`config.mk`:
```
export PLATFORM = sky130hd
export DESIGN_NAME = fixed_point_line_rasterizer_top
export DESIGN_NICKNAME = d
export VERILOG_FILES = /design/src/fplr_pkg.sv /design/src/fplr_div.sv /design/src/fixed_point_line_rasterizer_top.sv
export SDC_FILE = /design/constraint.sdc
export NUM_CORES = 1
export LEC_CHECK = 0
export BUFFER_PORTS_ARGS = -buffer_cell sky130_fd_sc_hd__buf_2
export CAP_MARGIN = 20
export CELL_PAD_IN_SITES_DETAIL_PLACEMENT = 0
export CELL_PAD_IN_SITES_GLOBAL_PLACEMENT = 1
export CORE_UTILIZATION = 25
export DETAILED_ROUTE_END_ITERATION = 7
export PLACE_DENSITY_LB_ADDON = 0.1
export SETUP_SLACK_MARGIN = 0.3
export SYNTH_ARGS = -nofsm -noshare
export SYNTH_HDL_FRONTEND = slang
export SYNTH_SLANG_ARGS = --single-unit
```
`constraint.sdc`:
```
create_clock -name clk -period 12.8 [get_ports clk]
set_clock_uncertainty 0.15 [all_clocks]
set_input_delay 2.56 -clock clk [delete_from_list [all_inputs] [get_ports clk]]
set_output_delay 2.56 -clock clk [all_outputs]
set_load 0.01 [all_outputs]
```
`src/fplr_pkg.sv`:
```
// Shared widths, opcodes and default parameters of the fixed-point line rasterizer.
`timescale 1ns / 1ps
package fplr_pkg;

  localparam int COORD_W = 12;
  localparam int COLOR_W = 16;
  localparam int ALPHA_W = 8;
  localparam int INDEX_W = 17;
  localparam int MAJOR_W = COORD_W + 1;

  localparam int DEFAULT_SCREEN_WIDTH  = 320;
  localparam int DEFAULT_SCREEN_HEIGHT = 240;
  localparam int DEFAULT_FRACTION_BITS = 16;

  localparam logic [ALPHA_W-1:0] REPLACE_ALPHA = 8'd250;

  typedef enum logic {
    OP_START = 1'b0,
    OP_STEP  = 1'b1
  } op_t;

endpackage

```
`src/fplr_div.sv`:
```
// Iterative restoring divider, one quotient bit per cycle, for the line slope.
`timescale 1ns / 1ps
module fplr_div
  import fplr_pkg::*;
#(
  parameter int DIVIDEND_W = COORD_W + DEFAULT_FRACTION_BITS,
  parameter int DIVISOR_W  = COORD_W
) (
  input  logic                  clk,
  input  logic                  rst,
  input  logic                  start,
  input  logic [DIVIDEND_W-1:0] dividend,
  input  logic [DIVISOR_W-1:0]  divisor,
  output logic                  done,
  output logic [DIVIDEND_W-1:0] quotient
);

  localparam int CNT_W = $clog2(DIVIDEND_W + 1);

  logic                 busy;
  logic [CNT_W-1:0]     cnt;
  logic [DIVISOR_W-1:0] rem;
  logic [DIVISOR_W-1:0] dvs;
  logic [DIVISOR_W:0]   shifted;
  logic                 fits;
  logic [DIVISOR_W:0]   diff;

  assign shifted = {rem, quotient[DIVIDEND_W-1]};
  assign fits    = shifted >= {1'b0, dvs};
  assign diff    = shifted - {1'b0, dvs};

  always_ff @(posedge clk) begin
    if (rst) begin
      busy <= 1'b0;
      done <= 1'b0;
      cnt  <= '0;
    end else begin
      done <= !start && busy && (cnt == CNT_W'(DIVIDEND_W - 1));
      if (start) begin
        busy <= 1'b1;
        cnt  <= '0;
      end else if (busy) begin
        if (cnt == CNT_W'(DIVIDEND_W - 1)) begin
          busy <= 1'b0;
        end
        cnt <= cnt + 1'b1;
      end
    end
  end

  always_ff @(posedge clk) begin
    if (start) begin
      rem      <= '0;
      dvs      <= divisor;
      quotient <= dividend;
    end else if (busy) begin
      rem      <= fits ? diff[DIVISOR_W-1:0] : shifted[DIVISOR_W-1:0];
      quotient <= {quotient[DIVIDEND_W-2:0], fits};
    end
  end

endmodule

```
`src/fixed_point_line_rasterizer_top.sv`:
```
// Top level of the fixed-point line rasterizer: setup sequencer, slope divider and pixel stepper.
//
//   Channel  Dir  Beat content
//   s_axis   in   tuser: operation; tdata: start_x, start_y, end_x, end_y, pen_color, pen_alpha
//   m_axis   out  tuser: visible, replace; tdata: pixel_x, pixel_y, pixel_index, out_color,
//                 out_alpha; tlast: last
//
// A step beat yields one pixel beat while a line is active.
// A start beat with a nonzero major delta runs the bit-serial slope divider;
// s_axis_tready is low meanwhile.
// Reset is synchronous; it clears the line state and the output valid.
// A pixel beat waits in the output register; a new beat is taken in the cycle it drains.
`timescale 1ns / 1ps
module fixed_point_line_rasterizer_top
  import fplr_pkg::*;
#(
  parameter int SCREEN_WIDTH  = DEFAULT_SCREEN_WIDTH,
  parameter int SCREEN_HEIGHT = DEFAULT_SCREEN_HEIGHT,
  parameter int FRACTION_BITS = DEFAULT_FRACTION_BITS
) (
  input  logic        clk,
  input  logic        rst,
  input  logic        s_axis_tvalid,
  output logic        s_axis_tready,
  // [11:0] start_x, [23:12] start_y, [35:24] end_x, [47:36] end_y,
  // [63:48] pen_color, [71:64] pen_alpha
  input  logic [71:0] s_axis_tdata,
  // [0] operation
  input  logic [0:0]  s_axis_tuser,
  output logic        m_axis_tvalid,
  input  logic        m_axis_tready,
  // [11:0] pixel_x, [23:12] pixel_y, [40:24] pixel_index, [56:41] out_color,
  // [64:57] out_alpha, [71:65] zero
  output logic [71:0] m_axis_tdata,
  // [0] visible, [1] replace
  output logic [1:0]  m_axis_tuser,
  output logic        m_axis_tlast
);

  localparam int DIVIDEND_W = COORD_W + FRACTION_BITS;
  localparam int CW         = 32 - FRACTION_BITS;

  typedef enum logic {
    ST_IDLE,
    ST_DIV
  } state_t;

  state_t state;

  logic                 drawing;
  logic                 y_is_major;
  logic                 counting_up;
  logic [MAJOR_W-1:0]   major_pos;
  logic [MAJOR_W-1:0]   major_end;
  logic [31:0]          minor_acc;
  logic [31:0]          slope_step;
  logic [COLOR_W-1:0]   held_color;
  logic [ALPHA_W-1:0]   held_alpha;
  logic                 slope_neg;

  logic [COORD_W-1:0]   start_x;
  logic [COORD_W-1:0]   start_y;
  logic [COORD_W-1:0]   end_x;
  logic [COORD_W-1:0]   end_y;
  logic [COLOR_W-1:0]   pen_color;
  logic [ALPHA_W-1:0]   pen_alpha;
  op_t                  operation;
  logic                 accept;

  logic [MAJOR_W-1:0]   dx;
  logic [MAJOR_W-1:0]   dy;
  logic [MAJOR_W-1:0]   dx_abs;
  logic [MAJOR_W-1:0]   dy_abs;
  logic                 pick_y;
  logic [MAJOR_W-1:0]   major_d;
  logic [MAJOR_W-1:0]   minor_d;
  logic [COORD_W-1:0]   major_start;
  logic [COORD_W-1:0]   minor_start;
  logic [COORD_W-1:0]   major_mag;
  logic [COORD_W-1:0]   minor_mag;
  logic [31:0]          acc_init;

  logic                 div_start;
  logic                 div_done;
  logic [DIVIDEND_W-1:0] div_quo;
  logic [31:0]          quo_ext;

  logic [CW-1:0]        minor_coord;
  logic [CW-1:0]        major_coord;
  logic [CW-1:0]        x_full;
  logic [CW-1:0]        y_full;
  logic                 vis;
  logic                 fin;
  logic [21:0]          idx_full;

  assign start_x   = s_axis_tdata[11:0];
  assign start_y   = s_axis_tdata[23:12];
  assign end_x     = s_axis_tdata[35:24];
  assign end_y     = s_axis_tdata[47:36];
  assign pen_color = s_axis_tdata[63:48];
  assign pen_alpha = s_axis_tdata[71:64];
  assign operation = op_t'(s_axis_tuser[0]);

  assign s_axis_tready = (state == ST_IDLE) && (!m_axis_tvalid || m_axis_tready);
  assign accept        = s_axis_tvalid && s_axis_tready;

  assign dx     = {end_x[COORD_W-1], end_x} - {start_x[COORD_W-1], start_x};
  assign dy     = {end_y[COORD_W-1], end_y} - {start_y[COORD_W-1], start_y};
  assign dx_abs = dx[MAJOR_W-1] ? -dx : dx;
  assign dy_abs = dy[MAJOR_W-1] ? -dy : dy;
  assign pick_y = dy_abs[COORD_W-1:0] > dx_abs[COORD_W-1:0];

  assign major_d     = pick_y ? dy : dx;
  assign minor_d     = pick_y ? dx : dy;
  assign major_start = pick_y ? start_y : start_x;
  assign minor_start = pick_y ? start_x : start_y;
  assign major_mag   = pick_y ? dy_abs[COORD_W-1:0] : dx_abs[COORD_W-1:0];
  assign minor_mag   = pick_y ? dx_abs[COORD_W-1:0] : dy_abs[COORD_W-1:0];
  assign acc_init    = (32'd1 << (FRACTION_BITS - 1)) +
                       ({{(32 - COORD_W){minor_start[COORD_W-1]}}, minor_start}
                        << FRACTION_BITS);

  assign div_start = accept && (operation == OP_START) && (major_mag != '0);
  assign quo_ext   = {{(32 - DIVIDEND_W){1'b0}}, div_quo};

  fplr_div #(
    .DIVIDEND_W (DIVIDEND_W),
    .DIVISOR_W  (COORD_W)
  ) u_div (
    .clk      (clk),
    .rst      (rst),
    .start    (div_start),
    .dividend ({minor_mag, {FRACTION_BITS{1'b0}}}),
    .divisor  (major_mag),
    .done     (div_done),
    .quotient (div_quo)
  );

  assign minor_coord = minor_acc[31:FRACTION_BITS];
  assign major_coord = {{(CW - MAJOR_W){major_pos[MAJOR_W-1]}}, major_pos};
  assign x_full      = y_is_major ? minor_coord : major_coord;
  assign y_full      = y_is_major ? major_coord : minor_coord;
  assign vis = (held_alpha != '0) &&
               !x_full[CW-1] && (x_full < CW'(SCREEN_WIDTH)) &&
               !y_full[CW-1] && (y_full < CW'(SCREEN_HEIGHT));
  assign fin = major_pos == major_end;
  assign idx_full = {11'd0, y_full[10:0]} * {11'd0, 11'(SCREEN_WIDTH)} +
                    {11'd0, x_full[10:0]};

  always_ff @(posedge clk) begin
    if (rst) begin
      state         <= ST_IDLE;
      drawing       <= 1'b0;
      y_is_major    <= 1'b0;
      counting_up   <= 1'b0;
      major_pos     <= '0;
      major_end     <= '0;
      minor_acc     <= '0;
      slope_step    <= '0;
      held_color    <= '0;
      held_alpha    <= '0;
      slope_neg     <= 1'b0;
      m_axis_tvalid <= 1'b0;
    end else begin
      if (accept && (operation == OP_STEP) && drawing) begin
        m_axis_tvalid <= 1'b1;
      end else if (m_axis_tready) begin
        m_axis_tvalid <= 1'b0;
      end
      unique case (state)
        ST_IDLE: begin
          if (accept && (operation == OP_START)) begin
            drawing     <= 1'b1;
            y_is_major  <= pick_y;
            counting_up <= !major_d[MAJOR_W-1] && (major_d != '0);
            major_pos   <= {major_start[COORD_W-1], major_start};
            major_end   <= {major_start[COORD_W-1], major_start} + major_d;
            minor_acc   <= acc_init;
            held_color  <= pen_color;
            held_alpha  <= pen_alpha;
            slope_neg   <= minor_d[MAJOR_W-1] ^ major_d[MAJOR_W-1];
            slope_step  <= '0;
            if (major_mag != '0) begin
              state <= ST_DIV;
            end
          end else if (accept && drawing) begin
            if (fin) begin
              drawing <= 1'b0;
            end else if (counting_up) begin
              major_pos <= major_pos + 1'b1;
              minor_acc <= minor_acc + slope_step;
            end else begin
              major_pos <= major_pos - 1'b1;
              minor_acc <= minor_acc - slope_step;
            end
          end
        end
        ST_DIV: begin
          if (div_done) begin
            slope_step <= slope_neg ? -quo_ext : quo_ext;
            state      <= ST_IDLE;
          end
        end
        default: state <= ST_IDLE;
      endcase
    end
  end

  always_ff @(posedge clk) begin
    if (accept && (operation == OP_STEP) && drawing) begin
      m_axis_tdata <= {7'd0, held_alpha, held_color,
                       vis ? idx_full[INDEX_W-1:0] : {INDEX_W{1'b0}},
                       y_full[COORD_W-1:0], x_full[COORD_W-1:0]};
      m_axis_tuser <= {held_alpha > REPLACE_ALPHA, vis};
      m_axis_tlast <= fin;
    end
  end

endmodule

```
==> results summary <==
The number of buffers on the longest clock path is 3. The clock latency on the worst-skew pair came out at 0.56 ns. The share of the core filled with cells came out at 0.295.

The worst setup path is launched from an input port. The dominant combinational cell family by area after synthesis is compound AO/OA/AOI/OAI gates. After synthesis, the mean cell area works out to 8.60 um^2. Setup repair after global routing left no endpoint under its margin. The setup TNS is 0 ns. Row generation in the floorplan step produced 96 rows. The count of buffers inserted at the top-level ports came out at 146.

The maximum net fanout on the critical path came out at 33. The endpoint kind of the worst setup timing path is a flop. The number of global-route vias before repair came to 15000.

In the global route stage, overall resource usage came out at 0.170. Among all flip-flop cells after synthesis, the most frequent one is sky130_fd_sc_hd__dfxtp_1. The achievable clock frequency came out at 0.0957 GHz. For this block, the initial DRC count from the detailed router was 899. The multiplexer share of the synthesized area came out at 0.0496. The critical path arrival is 10.71 ns. The adder-cell share of the synthesized area came out at 0.102. The count of antenna-violating nets left after detailed routing came out at 0. The horizontal extent of the die is 266 um. The count of unresolved DRC violations after routing is 0. The peak per-stage delay on the critical path came out at 0.87 ns. In this run, synthesis inferred 92 flip-flops with an integrated enable. The simple-gate share of the synthesized area is 0.172. The number of buffer and inverter instances along the worst setup path is 2. The initial antenna violation count came out at 1.

The most critical setup path has its startpoint at s_axis_tdata[0]. The share of final-layout standard cells stronger than drive strength 1 came out at 0.141. The CTS sink count is 247. The clock tree from TritonCTS is done. The worst-margin pin slew is 1.12 ns.

The total iterations of the first detailed-routing run came out at 5. The hold path startpoint is held_color[11]. In this run the worst hold path is classified as reg2reg. The worst register-to-register path has a depth of 17. The flip-flop and latch count after synthesis is 247. The via count normalized by instance count is 4.86. The post-synthesis to final-layout area growth is 16.4%. The total number of cells along the worst setup path came out at 26. The initial utilization of the core area, before any placement, comes to 0.254. The final layout contains 2354 nets. The number of hold violations in the final report came to 0.

The beginning of the worst register-to-register path is slope_step[2]. The number of levels in the clock H-tree came out at 2. The critical path is of the in2reg type. The worst hold path cell count came out at 0. The leakage power summed over all cells came out at 8.16 nW. The max-slew violation total from the final report came out at 0. In this run the cell area of the synthesized design comes to 17500 um^2. The hold buffer count at CTS came out at 0. The detailed-route via count came out at 15100. The leftover overflow at the end of global routing came out at 0. The number of setup buffers added after CTS is 0. The wire length reported by the detailed router came out at 60600 um. The post-synthesis async set-or-reset flop share came out at 0. The cell with the largest stage delay on the worst path is sky130_fd_sc_hd__a21oi_1. In this run, post-CTS repair resized a total of 0 instances. The final worst-path cycle share is 0.816. The run finished with clean final reports. The final instance count without filler cells came out at 3104.

The count of cell types in the netlist came out at 87. The first-pass GRT wire length came out at 92000 um. The die outline area came out at 70900 um^2. The number of synthesis warnings is 0.

The number of instances in the synthesized netlist came out at 2031. The TritonCTS buffer count came out at 35. The floorplan step set the die height to 266 um. The data required time of the critical path came out at 13.06 ns.

The HPWL after detailed placement is 46800 um. The cell total after placement is 3039. The number of failing setup endpoints in the final timing report is 0.

The relative max-transition margin is 0.256. Max-cap violations in this run came to 0. The worst hold margin came out at 0.278 ns. In this run the power density over the cells is 194 nW/um^2. The share of the Yosys chip area taken by registers is 0.336. The synthesized-area fraction occupied by ao, oa, aoi and oai cells came out at 0.203. The congestion estimate from routability-driven global placement came to 0.842. The maximum number of pins on one net before global-route repair is 70.

Of the total synthesized cell area, the portion taken by XOR and XNOR cells is 0.0916. In this run the clock root is driven by a sky130_fd_sc_hd__clkbuf_16. The placeable core region came out at 68800 um^2. The routed length per placed instance is 19.5 um.

The worst vdd rail ir drop is 0.000112 V. The number of I/O pins came out at 154. The clock edge transition at the registers on the reported setup and hold paths came out at 0.06 ns.

The minimum clock period came out at 10.45 ns. Broken down by cell family, the worst path's largest delay share belongs to compound AO/OA/AOI/OAI gates.
[layer usage]
metal	wire, um	part of all wire	up-vias	global-route usage
met5	0	0	-	0
met3	2310	0.038	82	0.0217
li1	-	-	7548	-
met1	28700	0.47	7157	0.227
met4	1940	0.032	0	0.0626
met2	27700	0.46	286	0.277
[cell usage in the layout (no fill, tap or decap), drive strengths merged, types with 8 or more instances in the layout]
cell type  synthesis  final
nor2             194    194
mux2              28     28
a22oi             11     11
and2              12     12
ha               124    124
or4               11     11
o22ai              9      9
a311oi            16     16
buf               21    172
a211oi            31     31
inv               98    100
nand2            213    213
nand3             50     50
nand2b            17     17
nand4             16     16
or2               17     17
o21bai            14     14
edfxtp            92     92
nor3              34     34
o211ai            17     17
and3              10     10
clkinv             0     11
or3               10     10
fa                 8      8
xnor2            112    112
o21a              19     19
a21oi            182    182
o41ai             13     13
dfxtp            155    155
nor2b             24     24
xor2              69     69
mux2i             55     55
o31ai             19     19
nor4              16     16
clkbuf            80     42
a21o              33     33
a31oi             21     21
o21ai             89     89
[sequential cells by signal, indices dropped and copies added (netlist names), 2 cells and up]
register        flops
m_axis_tdata       65
minor_acc          32
slope_step         32
u_div.quotient     28
held_color         16
major_end          13
major_pos          13
u_div.dvs          12
u_div.rem          12
held_alpha          8
u_div.cnt           5
m_axis_tuser        2
[through the flow]
step	setup WS [ns]	total power, W	area (um^2)
6_report	2.35	0.00394	20300
5_1_grt	1.89	0.00424	20300
4_1_cts	2.45	0.00401	20300
3_5_place_dp	1.86	0.00300	19200
3_3_place_gp	1.93	0.00300	19200
2_1_floorplan	2.55	0.00242	17500
[synthesized netlist by cell type, drive strengths merged, types with 17 or more instances]
master  instances  area share
nand2         213       0.046
nor2          194       0.042
a21oi         182       0.052
dfxtp         155        0.18
ha            124       0.089
xnor2         112       0.056
inv            98       0.021
edfxtp         92        0.16
o21ai          89       0.026
clkbuf         80       0.017
xor2           69       0.035
mux2i          55       0.032
nand3          50       0.014
nor3           34       0.012
a21o           33       0.014
a211oi         31       0.015
mux2           28       0.018
nor2b          24      0.0086
a31oi          21      0.0075
buf            21      0.0078
o21a           19      0.0082
o31ai          19      0.0085
nand2b         17      0.0061
o211ai         17      0.0073
or2            17      0.0061
[final timing paths]
check | endpoint | slack (ns)
max reg2reg | minor_acc[20] | 7.58
min reg2reg | m_axis_tdata[52] | 0.28
max | major_end[12] | 2.35
min | m_axis_tdata[52] | 0.28
[cells by family after synthesis]
kind of cell / Yosys count
AND/OR/NAND/NOR: 644
AO/OA/AOI/OAI: 537
flip-flops: 247
buffers and inverters: 199
XOR/XNOR: 181
adder cells (fa/ha/maj): 139
multiplexers: 83
other: 1
[layout make-up]
| type | count | area [um^2] |
|---|---|---|
| clock inverters | 21 | 234 |
| multi-input cells | 1591 | 10900 |
| flip-flops and latches | 247 | 5870 |
| fillers | 7378 | 48500 |
| well taps | 931 | 1160 |
| repair buffers | 172 | 928 |
| inverters | 98 | 368 |
| diodes | 2 | 5.00 |
| clock buffers | 42 | 912 |
[power breakdown]
group,switching (W),internal (W)
registers,0.000108,0.000956
clock network,0.000395,0.000577
logic,0.00120,0.000702
Power figures use the tool's default switching activity.
